### src/hdl/depthwise_dilated_causal_fir_defines.svh
// Assertion macros shared by the filter modules
`ifndef DEPTHWISE_DILATED_CAUSAL_FIR_DEFINES_SVH
`define DEPTHWISE_DILATED_CAUSAL_FIR_DEFINES_SVH
// antecedent implies consequent on the next edge
`define DDCF_ASSERT_NEXT(label, clk, rst_n, a, c) \
	label: assert property (@(posedge clk) disable iff (!rst_n) (a) |=> (c)) \
		else $error("assertion failed");
// antecedent implies consequent on the same edge
`define DDCF_ASSERT_SAME(label, clk, rst_n, a, c) \
	label: assert property (@(posedge clk) disable iff (!rst_n) (a) |-> (c)) \
		else $error("assertion failed");
`endif

### src/hdl/ddcf_pkg.sv
// Package: constants, types and helpers for the dilated causal FIR
`default_nettype none
package ddcf_pkg;
	localparam int MaxChannels  = 512;
	localparam int MaxTaps      = 8;
	localparam int MaxDilation  = 4;
	localparam int HistoryDepth = 32;
	localparam int ChW   = $clog2(MaxChannels);
	localparam int TapW  = $clog2(MaxTaps);
	localparam int HistW = $clog2(HistoryDepth);
	localparam int SeenW = 6;
	localparam logic [SeenW-1:0] SeenLimit = 6'd63;
	localparam int AccW  = 40;

	localparam logic [1:0] ModeWeight = 2'd0;
	localparam logic [1:0] ModeBias   = 2'd1;
	localparam logic [1:0] ModeSample = 2'd2;
	localparam logic [1:0] ModeUnused = 2'd3;

	localparam logic [1:0] RegKernelSize   = 2'd0;
	localparam logic [1:0] RegTapSpacing   = 2'd1;
	localparam logic [1:0] RegChannelsUsed = 2'd2;

	typedef struct packed {
		logic [1:0]  mode;
		logic [8:0]  channel;
		logic [2:0]  tap;
		logic signed [15:0] value;
		logic        restart;
	} in_word_t;

	typedef struct packed {
		logic [8:0]  out_channel;
		logic signed [15:0] out_value;
		logic        saturated;
	} out_word_t;

	// controller -> datapath
	typedef struct packed {
		logic clr;       // zero one position/seen entry after reset
		logic latch;     // capture input word, start lookups
		logic store;     // write weight or bias of the latched word
		logic write_hist;// write sample into ring, update position/seen
		logic clear_acc; // load bias into accumulator
		logic tap_rd;    // issue weight/history read for tap_idx
		logic mac;       // accumulate registered product
		logic finish;    // round and saturate into output register
		logic [TapW-1:0] tap_idx;
	} cmd_t;

	// datapath -> controller
	typedef struct packed {
		logic [TapW:0] ks; // taps in use, 1..MaxTaps
		logic is_sample;
		logic in_range;
		logic clr_done;
	} stat_t;
endpackage
`default_nettype wire

### src/hdl/ddcf_ctrl.sv
// Controller: lookup per word; in-range samples then run taps and output
`default_nettype none
`include "depthwise_dilated_causal_fir_defines.svh"
module ddcf_ctrl (
	input  wire logic clk,
	input  wire logic arst_n,
	input  wire logic in_valid,
	output logic      in_ready,
	input  wire logic out_full,
	input  wire ddcf_pkg::stat_t stat,
	output ddcf_pkg::cmd_t cmd
);
	typedef enum logic [7:0] {
		S_CLR   = 8'b00000001,
		S_IDLE  = 8'b00000010,
		S_DEC   = 8'b00000100,
		S_HIST  = 8'b00001000,
		S_TAP   = 8'b00010000,
		S_MUL   = 8'b00100000,
		S_DRAIN = 8'b01000000,
		S_OUT   = 8'b10000000
	} state_t;

	state_t state_q, state_d;
	logic [ddcf_pkg::TapW:0] idx_q, idx_d;
	logic [1:0] drain_q, drain_d;

	assign in_ready = (state_q == S_IDLE);

	always_comb begin
		state_d = state_q;
		idx_d   = idx_q;
		drain_d = drain_q;
		cmd     = '0;
		cmd.tap_idx = idx_q[ddcf_pkg::TapW-1:0];
		unique case (state_q)
			S_CLR: begin
				cmd.clr = 1'b1;
				if (stat.clr_done) state_d = S_IDLE;
			end
			S_IDLE: begin
				if (in_valid) begin
					cmd.latch = 1'b1;
					state_d = S_DEC;
				end
			end
			S_DEC: begin
				// bias/ring reads at the latched channel land this edge
				cmd.store = 1'b1;
				if (stat.in_range && stat.is_sample) begin
					state_d = S_HIST;
				end else begin
					state_d = S_IDLE;
				end
			end
			S_HIST: begin
				cmd.write_hist = 1'b1;
				cmd.clear_acc  = 1'b1;
				idx_d   = '0;
				state_d = S_TAP;
			end
			S_TAP: begin
				cmd.tap_rd = 1'b1;
				state_d = S_MUL;
			end
			S_MUL: begin
				// read data valid: product is registered this edge
				idx_d = idx_q + 1'b1;
				if (idx_q + 1'b1 < stat.ks) begin
					state_d = S_TAP;
				end else begin
					drain_d = 2'd0;
					state_d = S_DRAIN;
				end
				if (idx_q != '0) cmd.mac = 1'b1;
			end
			S_DRAIN: begin
				cmd.mac = (drain_q == 2'd0);
				drain_d = drain_q + 1'b1;
				if (drain_q == 2'd1) state_d = S_OUT;
			end
			S_OUT: begin
				if (!out_full) begin
					cmd.finish = 1'b1;
					state_d = S_IDLE;
				end
			end
			default: state_d = S_IDLE;
		endcase
	end

	always_ff @(posedge clk or negedge arst_n) begin
		if (!arst_n) begin
			state_q <= S_CLR;
			idx_q   <= '0;
			drain_q <= '0;
		end else begin
			state_q <= state_d;
			idx_q   <= idx_d;
			drain_q <= drain_d;
		end
	end

	`DDCF_ASSERT_NEXT(a_latch_dec, clk, arst_n, cmd.latch, state_q == S_DEC)
	`DDCF_ASSERT_SAME(a_one_hot, clk, arst_n, 1'b1, $onehot(state_q))
	`DDCF_ASSERT_SAME(a_finish_room, clk, arst_n, cmd.finish, !out_full)
	`DDCF_ASSERT_SAME(a_idx_range, clk, arst_n, state_q == S_TAP, idx_q < stat.ks)
endmodule
`default_nettype wire

### config.mk
export PLATFORM = sky130hd
export DESIGN_NAME = ddcf_ctrl
export DESIGN_NICKNAME = d
export VERILOG_FILES = /design/src/hdl/ddcf_pkg.sv /design/src/hdl/ddcf_ctrl.sv
export VERILOG_INCLUDE_DIRS = /design/src /design/src/hdl
export SDC_FILE = /design/constraint.sdc
export NUM_CORES = 1
export LEC_CHECK = 0
export BUFFER_PORTS_ARGS = -buffer_cell sky130_fd_sc_hd__buf_2
export CAP_MARGIN = 20
export CORE_MARGIN = 3
export CORE_UTILIZATION = 52
export DETAILED_ROUTE_END_ITERATION = 16
export GPL_TIMING_DRIVEN = 0
export PLACE_DENSITY = 0.82
export SKIP_LAST_GASP = 1
export SYNTH_ARGS = -nofsm -noshare
export SYNTH_HDL_FRONTEND = slang
export SYNTH_SLANG_ARGS = --single-unit
### constraint.sdc
create_clock -name clk -period 2.2 [get_ports clk]
set_input_delay 0.11 -clock clk [delete_from_list [all_inputs] [get_ports clk]]
set_output_delay 0.11 -clock clk [all_outputs]
set_load 0.005 [all_outputs]
After elaboration in Yosys (flattened, before gate mapping). Index checks and enable logic that the tools add are counted.

Flip-flop bits (word level): 14. Input bits: 11. Output and inout bits: 12. Logic and storage cells: 47.

$add $sub $neg: 2. $lt $le $gt $ge: 1. Equality and inequality tests: 14. Mux-type cells: 20. Reductions and logical operators: 7.

Operator list (count): $pmux 8 s8 (1); $mux 8 (4); $ne 2x2->1 const B (5); $eq 8x1->1 const B (1); $eq 8x2->1 const B (1); $eq 8x3->1 const B (1); $eq 8x4->1 const B (1); $eq 8x5->1 const B (1); $eq 8x6->1 const B (1); $eq 8x7->1 const B (1); $eq 8x8->1 const B (1); $mux 1 (8); $pmux 4 s2 (1); $mux 7 (1); $add 4x1->4 const B (1); $lt 4x4->1 (1); $mux 2 (2); $mux 4 (1); $pmux 2 s2 (1); $reduce_and 4->1 (1); $reduce_bool 2->1 (2); $reduce_bool 4->1 (1); $add 2x1->2 const B (1); $eq 2x1->1 const B (1); 4 further kinds (4).

Depth between registers and ports, before layout. Gate-level depths: netlist of run 1.

Depth in word-level cells: 4. Gate-level depth with buffers: 8. Depth with buffers taken out: 8.

Worst setup path before layout of run 1. Ideal clock, no wire load.

Path type: flip-flop to flip-flop. Start: register idx_q[0] (netlist bit). End: register drain_q[0]. Setup time: 0.127 ns. Arrival: 1.705 ns. Required time: 2.073 ns. Slack: 0.368 ns. Cell stages (with the launch flop): 9. Buffers on the path: 0. Period minus slack after synthesis: 1.832 ns. Cell sequence: dfrtp_1 > inv_1 > ha_1 > ha_1 > a21bo_2 > a211oi_1 > nand2_1 > nand3_1 > o21ai_0.

Cells in the longest elaborated chain, start to end: 4.

Ends and longest elaborated chain: start, declared (RTL line ddcf_ctrl.sv:25) `logic [ddcf_pkg::TapW:0] idx_q, idx_d;`; start signal, assigned (RTL line ddcf_ctrl.sv:99) `idx_q <= idx_d;`; $add 4x1->4 (RTL line ddcf_ctrl.sv:69) `if (idx_q + 1'b1 < stat.ks) begin`; $lt 4x4->1 (RTL line ddcf_ctrl.sv:69); $ne 2x2->1 (no source line); $reduce_and 2->1 (no source line); end signal, assigned (RTL line ddcf_ctrl.sv:100) `drain_q <= drain_d;`; end, declared (RTL line ddcf_ctrl.sv:26) `logic [1:0] drain_q, drain_d;`.

Every way passes these cells. A chain may end at the register's enable or synchronous reset.

==> impl_metrics.env, run 1 <==
export IMPL_status="completed"
export IMPL_synthesis_area_um2=975
export IMPL_r2r_slack_ns=0.27
export IMPL_cts_root_buf="clkbuf_4"
export IMPL_num_rows=15
export IMPL_grt_setup_unrepaired="false"
export IMPL_finalSetupTns_ns=0
export IMPL_fin_crit_ns=1.97
export IMPL_dp_slack_ns=0.176
export IMPL_ant_nets=0
export IMPL_top_layer_used="met4"
export IMPL_met2_length_um=959
export IMPL_synth_seq_cells=14
export IMPL_vias=867
export IMPL_synth_edf_count=0
export IMPL_p_per_area_nw_per_um2=669
export IMPL_io_pins=23
export IMPL_postCtsSetupBuffers=0
export IMPL_max_freq_mhz=509
export IMPL_cts_tree="yes"
export IMPL_final_common_cell="buf_2"
export IMPL_power_frac_clock_pct=23.8
export IMPL_fillers=152
export IMPL_place_hpwl_um=1550
export IMPL_finalSetupViolations=0
export IMPL_cts_path_max_buffers=2
export IMPL_gp_congestion=0.808
export IMPL_combPwrFrac_pct=35.1
export IMPL_fin_skew_ns=0.00267
export IMPL_drtPass1Iterations=4
export IMPL_hold_class="input port to flip-flop"
export IMPL_path_class="flip-flop to output pin"
export IMPL_clk_latency_ns=0.28
export IMPL_postSynthAreaPerCell_um2=8.86
export IMPL_overflow=0
export IMPL_whs_path_depth=2
export IMPL_synth_cell_type_count=36
export IMPL_fin_nets=156
export IMPL_first_global_vias=851
export IMPL_areaGrowthSynthToFinish_pct=19.9
export IMPL_die_h_um=49.3
export IMPL_cts_buffers=3
export IMPL_r2r_start="idx_q[0]"
export IMPL_yosysSeqAreaShare_pct=36.1
export IMPL_track_usage_pct=18.9
export IMPL_grt_max_degree=15
export IMPL_drc=0
export IMPL_final_cell_mix="buf_2, inv_1, dfrtp_1"
export IMPL_worstMarginPinSlew_ns=0.406
export IMPL_synth_area_leaders="dfrtp_1, ha_1, inv_1, nand2_1, o21ai_0"
export IMPL_hold_viol=0
export IMPL_worstHoldStart="stat[2]"
export IMPL_grt_first_pass_wirelength_um=3510
export IMPL_fin_crit_sh_pct=89.4
export IMPL_async_flop_share_pct=100
export IMPL_power_frac_seq_pct=41.1
export IMPL_syn_num_nets=128
export IMPL_ir_worst_vdd_mv=0.547
export IMPL_ff_latch_area_um2=353
export IMPL_syn_inst=110
export IMPL_r2r_end="drain_q[1]"
export IMPL_cp_required_ns=2.09
export IMPL_yosys_area_top_type="dfrtp_1"
export IMPL_die_area_um2=2430
export IMPL_fp_dieW_um=49.3
export IMPL_cts_reportedPaths_clkPinSlew_ns=0.09
export IMPL_finalWirelength_um=1930
export IMPL_viasPerCell=5.35
export IMPL_intPower_mw=0.520
export IMPL_drt_iter0_drc=13
export IMPL_power_switching_mw=0.261
export IMPL_drt_met1_wl_um=845
export IMPL_port_buffers=22
export IMPL_multi_input_area_um2=527
export IMPL_antennaDiodeCount=0
export IMPL_coreArea_um2=1750
export IMPL_min_to="state_q[3]"
export IMPL_cts_sinks=14
export IMPL_drive_gt1_share_pct=29.9
export IMPL_slew_headroom_pct=72.8
export IMPL_h_tree_depth=1
export IMPL_ys_warn_count=0
export IMPL_drv_slew=0
export IMPL_wl_met3_um=87
export IMPL_path_max_fanout=9
export IMPL_antenna_found_initial=0
export IMPL_switching_share_pct=33.4
export IMPL_leakagePower_nw=0.633
export IMPL_drv_cap=0
export IMPL_initial_core_util_pct=55.8
export IMPL_critPathCaptureType="output pin"
export IMPL_worstSetupStartpointType="flip-flop"
export IMPL_rr_worst_depth=8
export IMPL_synth_ff_type="dfrtp_1"
export IMPL_synth_top_area_share_pct=33.4
export IMPL_worstPathArrival_ns=1.86
export IMPL_setup_ws_ns=0.234
export IMPL_wl_per_cell_um=11.9
repair_timing:
action	in CTS	in global routing
setup endpoints to repair	0	2
gates resized for setup	0	2
hold buffers	1	0
endpoints found under the hold margin	14	0
cell families after synthesis:
family                   synth area share (%)
AO/OA/AOI/OAI                            14.1
XOR/XNOR                                 2.70
adder cells (fa/ha/maj)                  8.99
buffers and inverters                    10.4
flip-flops                               36.1
multiplexers                             1.03
AND/OR/NAND/NOR                          26.7
worst max-delay path by stage:
stage	from	end	slack, ns	cells after the start
final	state_q[1]	cmd[4]	0.23	4
after detailed placement	idx_q[0]	drain_q[1]	0.18	8
after CTS	idx_q[0]	drain_q[1]	0.15	8
after floorplan	idx_q[0]	drain_q[0]	0.37	8
after global routing	state_q[1]	cmd[4]	0.05	4
after global placement	idx_q[0]	drain_q[1]	0.17	8
metrics by stage:
step | cells | util [%] | hold slack [ns] | area [um^2] | power, mW
floorplan | 110 | - | -0.186 | 975 | 0.517
global placement | 157 | 63.9 | 0.0220 | 1120 | 0.588
detailed placement | 157 | 63.9 | 0.0198 | 1120 | 0.596
global route | 162 | 67.0 | 0.0712 | 1170 | 0.853
CTS | 162 | 66.6 | 0.0649 | 1160 | 0.784
finish | 162 | 67.0 | 0.0631 | 1170 | 0.782
area by class of cell:
type                       count  share of cell area, %
inverter                      13                   4.18
clock buffer                   4                   3.10
buffer                         6                   4.50
multi-input combinational     77                   45.1
sequential                    14                   30.2
timing repair buffer          23                   10.3
tap                           25                   2.68
registers in the layout (all words and copies together), names as in the netlist:
signal   cells
state_q      8
idx_q        4
drain_q      2
power by group through the flow:
stage	Sequential, mW	Combinational [mW]	Clock (mW)
floorplan	0.316	0.201	0
global placement	0.322	0.266	0
detailed placement	0.325	0.271	0
CTS	0.320	0.275	0.189
global route	0.331	0.313	0.208
finish	0.321	0.274	0.186
critical path, cell delays in order, from the launching register on:
cell,delay [ns]
dfrtp_1,0.46
nor3_2,0.41
nand3_1,0.27
o22ai_1,0.27
buf_2,0.15
Yosys cell counts, drive strengths merged, types with 2 or more instances:
cell type and instances:
nand4 2, xor2 2, ha 7, nand3 6, inv 13, dfrtp 13, and3 4, o21ai 8
nand2 11, a21bo 2, buf 6, nor2 5, nor3 7, nor3b 3, a21oi 2
layer usage:
metal	vias to the layer above	global-route usage, %
met5	-	0
met3	4	4.59
met4	0	10.9
li1	436	-
met2	22	31.9
met1	405	21.3
No activity file was read; power rests on OpenSTA's default activity.
==> run 2, diff against run 1 <==
- CAP_MARGIN: 20 -> 30
- CELL_PAD_IN_SITES_DETAIL_PLACEMENT: not set -> 1
- CELL_PAD_IN_SITES_GLOBAL_PLACEMENT: not set -> 1
- CORE_UTILIZATION: 52 -> 39
- CTS_CLUSTER_SIZE: not set -> 12
==> impl_metrics.env, run 2 (synthesis results as in run 1) <==
export IMPL_cts_root_buf="clkbuf_4"
export IMPL_cts_sinks=14
export IMPL_switching_share_pct=35.7
export IMPL_antennaDiodeCount=0
export IMPL_grt_setup_unrepaired="false"
export IMPL_holdWs_ns=0.0628
export IMPL_cp_required_ns=2.37
export IMPL_hold_viol=0
export IMPL_worstPathArrival_ns=2.18
export IMPL_cp_top_family="adder cells"
export IMPL_fin_crit_ns=2.01
export IMPL_max_freq_mhz=497
export IMPL_finalSetupTns_ns=0
export IMPL_worstSetupStartpointType="flip-flop"
export IMPL_initial_core_util_pct=42.4
export IMPL_ir_worst_vdd_mv=0.497
export IMPL_drv_slew=0
export IMPL_grt_max_degree=15
export IMPL_viasPerCell=5.38
export IMPL_drtPass1Iterations=3
export IMPL_setup_ws_ns=0.189
export IMPL_postCtsSetupBuffers=0
export IMPL_gp_congestion=0.774
export IMPL_crit_buf_inv=1
export IMPL_hold_class="input port to flip-flop"
export IMPL_worstHoldStart="stat[2]"
export IMPL_path_class="flip-flop to flip-flop"
export IMPL_combPwrFrac_pct=35.7
export IMPL_slew_headroom_pct=70.9
export IMPL_antenna_found_initial=0
export IMPL_clk_latency_ns=0.29
export IMPL_io_pins=23
export IMPL_regMostFlops="state_q"
export IMPL_num_rows=17
export IMPL_dp_slack_ns=0.0264
export IMPL_final_cell_mix="buf_2, inv_1, dfrtp_1"
export IMPL_cp_slowest_cell="dfrtp_2"
export IMPL_die_area_um2=3130
export IMPL_path_max_fanout=6
export IMPL_track_usage_pct=18.4
export IMPL_vias=887
export IMPL_cts_reportedPaths_clkPinSlew_ns=0.09
export IMPL_drt_iter0_drc=22
export IMPL_power_frac_seq_pct=40.1
export IMPL_leakagePower_nw=0.633
export IMPL_final_common_cell="buf_2"
export IMPL_reg_top3="state_q x8, idx_q x4, drain_q x2"
export IMPL_drc=0
export IMPL_power_switching_mw=0.290
export IMPL_grt_first_pass_wirelength_um=4590
export IMPL_wl_per_cell_um=15.7
export IMPL_cp_cell_sequence="inv_1 > ha_1 > ha_1 > a21bo_2 > a211oi_2 > nand2_1 > nand3_1 > o21ai_0"
export IMPL_fp_dieW_um=56.0
export IMPL_r2r_start="idx_q[0]"
export IMPL_drv_cap=0
export IMPL_intPower_mw=0.522
export IMPL_cts_path_max_buffers=2
export IMPL_cts_buffers=3
export IMPL_fin_skew_ns=0.000891
export IMPL_coreArea_um2=2300
export IMPL_finalSetupViolations=0
export IMPL_crit_path_start="idx_q[0]"
export IMPL_cts_tree="yes"
export IMPL_overflow=0
export IMPL_port_buffers=22
export IMPL_fin_crit_sh_pct=91.4
export IMPL_largest_reg_flops=8
export IMPL_p_per_area_nw_per_um2=692
export IMPL_worstMarginPinSlew_ns=0.434
export IMPL_fillers=295
export IMPL_finalWirelength_um=2590
export IMPL_status="completed"
export IMPL_ant_nets=0
export IMPL_place_hpwl_um=2020
export IMPL_die_h_um=56.0
export IMPL_drive_gt1_share_pct=29.9
export IMPL_first_global_vias=992
export IMPL_critPathCaptureType="flip-flop"
export IMPL_fin_nets=156
export IMPL_areaGrowthSynthToFinish_pct=20.3
export IMPL_power_frac_clock_pct=24.2
export IMPL_h_tree_depth=1
export IMPL_crit_top_cell="ha_1"
export IMPL_fin_util_pct=51.0
export IMPL_max_stage_delay_ns=0.42
## run 2: final cells by class
| cell class | count | area [um^2] | area share, % |
|---|---|---|---|
| Inverter | 13 | 48.8 | 4.16 |
| Tap cell | 28 | 35.0 | 2.99 |
| Clock buffer | 4 | 36.3 | 3.09 |
| Sequential cell | 14 | 353 | 30.1 |
| Multi-Input combinational cell | 77 | 527 | 44.9 |
| Timing Repair Buffer | 23 | 120 | 10.2 |
| Buffer | 6 | 52.6 | 4.48 |
## run 2: repair_timing
action                                  in CTS  in global routing
endpoints found under the setup margin       0                  3
hold buffers                                 1                  0
gates resized for setup                      0                  2
endpoints found under the hold margin       13                  0
## run 2: power by group through the flow
stage / registers [mW] / logic (mW) / clock network [mW]
floorplan: 0.316 / 0.201 / 0
global placement: 0.324 / 0.271 / 0
detailed placement: 0.329 / 0.288 / 0
CTS: 0.324 / 0.292 / 0.198
global route: 0.331 / 0.329 / 0.214
finish: 0.325 / 0.290 / 0.197
## run 2: final timing paths
kind	to	slack, ns	cells after the start
setup reg to reg	drain_q[0]	0.19	8
min in group asynchronous	drain_q[1]	0.25	2
max in group asynchronous	state_q[0]	1.65	2
hold reg to reg	drain_q[1]	0.54	2
hold / removal	state_q[3]	0.06	2
setup / recovery	drain_q[0]	0.19	8
## run 2: per-layer routing
layer	GRT usage (%)	wire length, um
met4	5.08	24
met5	0	0
met2	36.9	1450
met3	2.32	75
met1	19.5	1040
## run 2: stage by stage
stage                     instance area [um^2]  power [mW]  std cells
after floorplan                            975       0.517        110
after global placement                    1120       0.595        160
after detailed placement                  1120       0.617        160
after CTS                                 1170       0.814        165
after global routing                      1170       0.875        165
final                                     1170       0.812        165
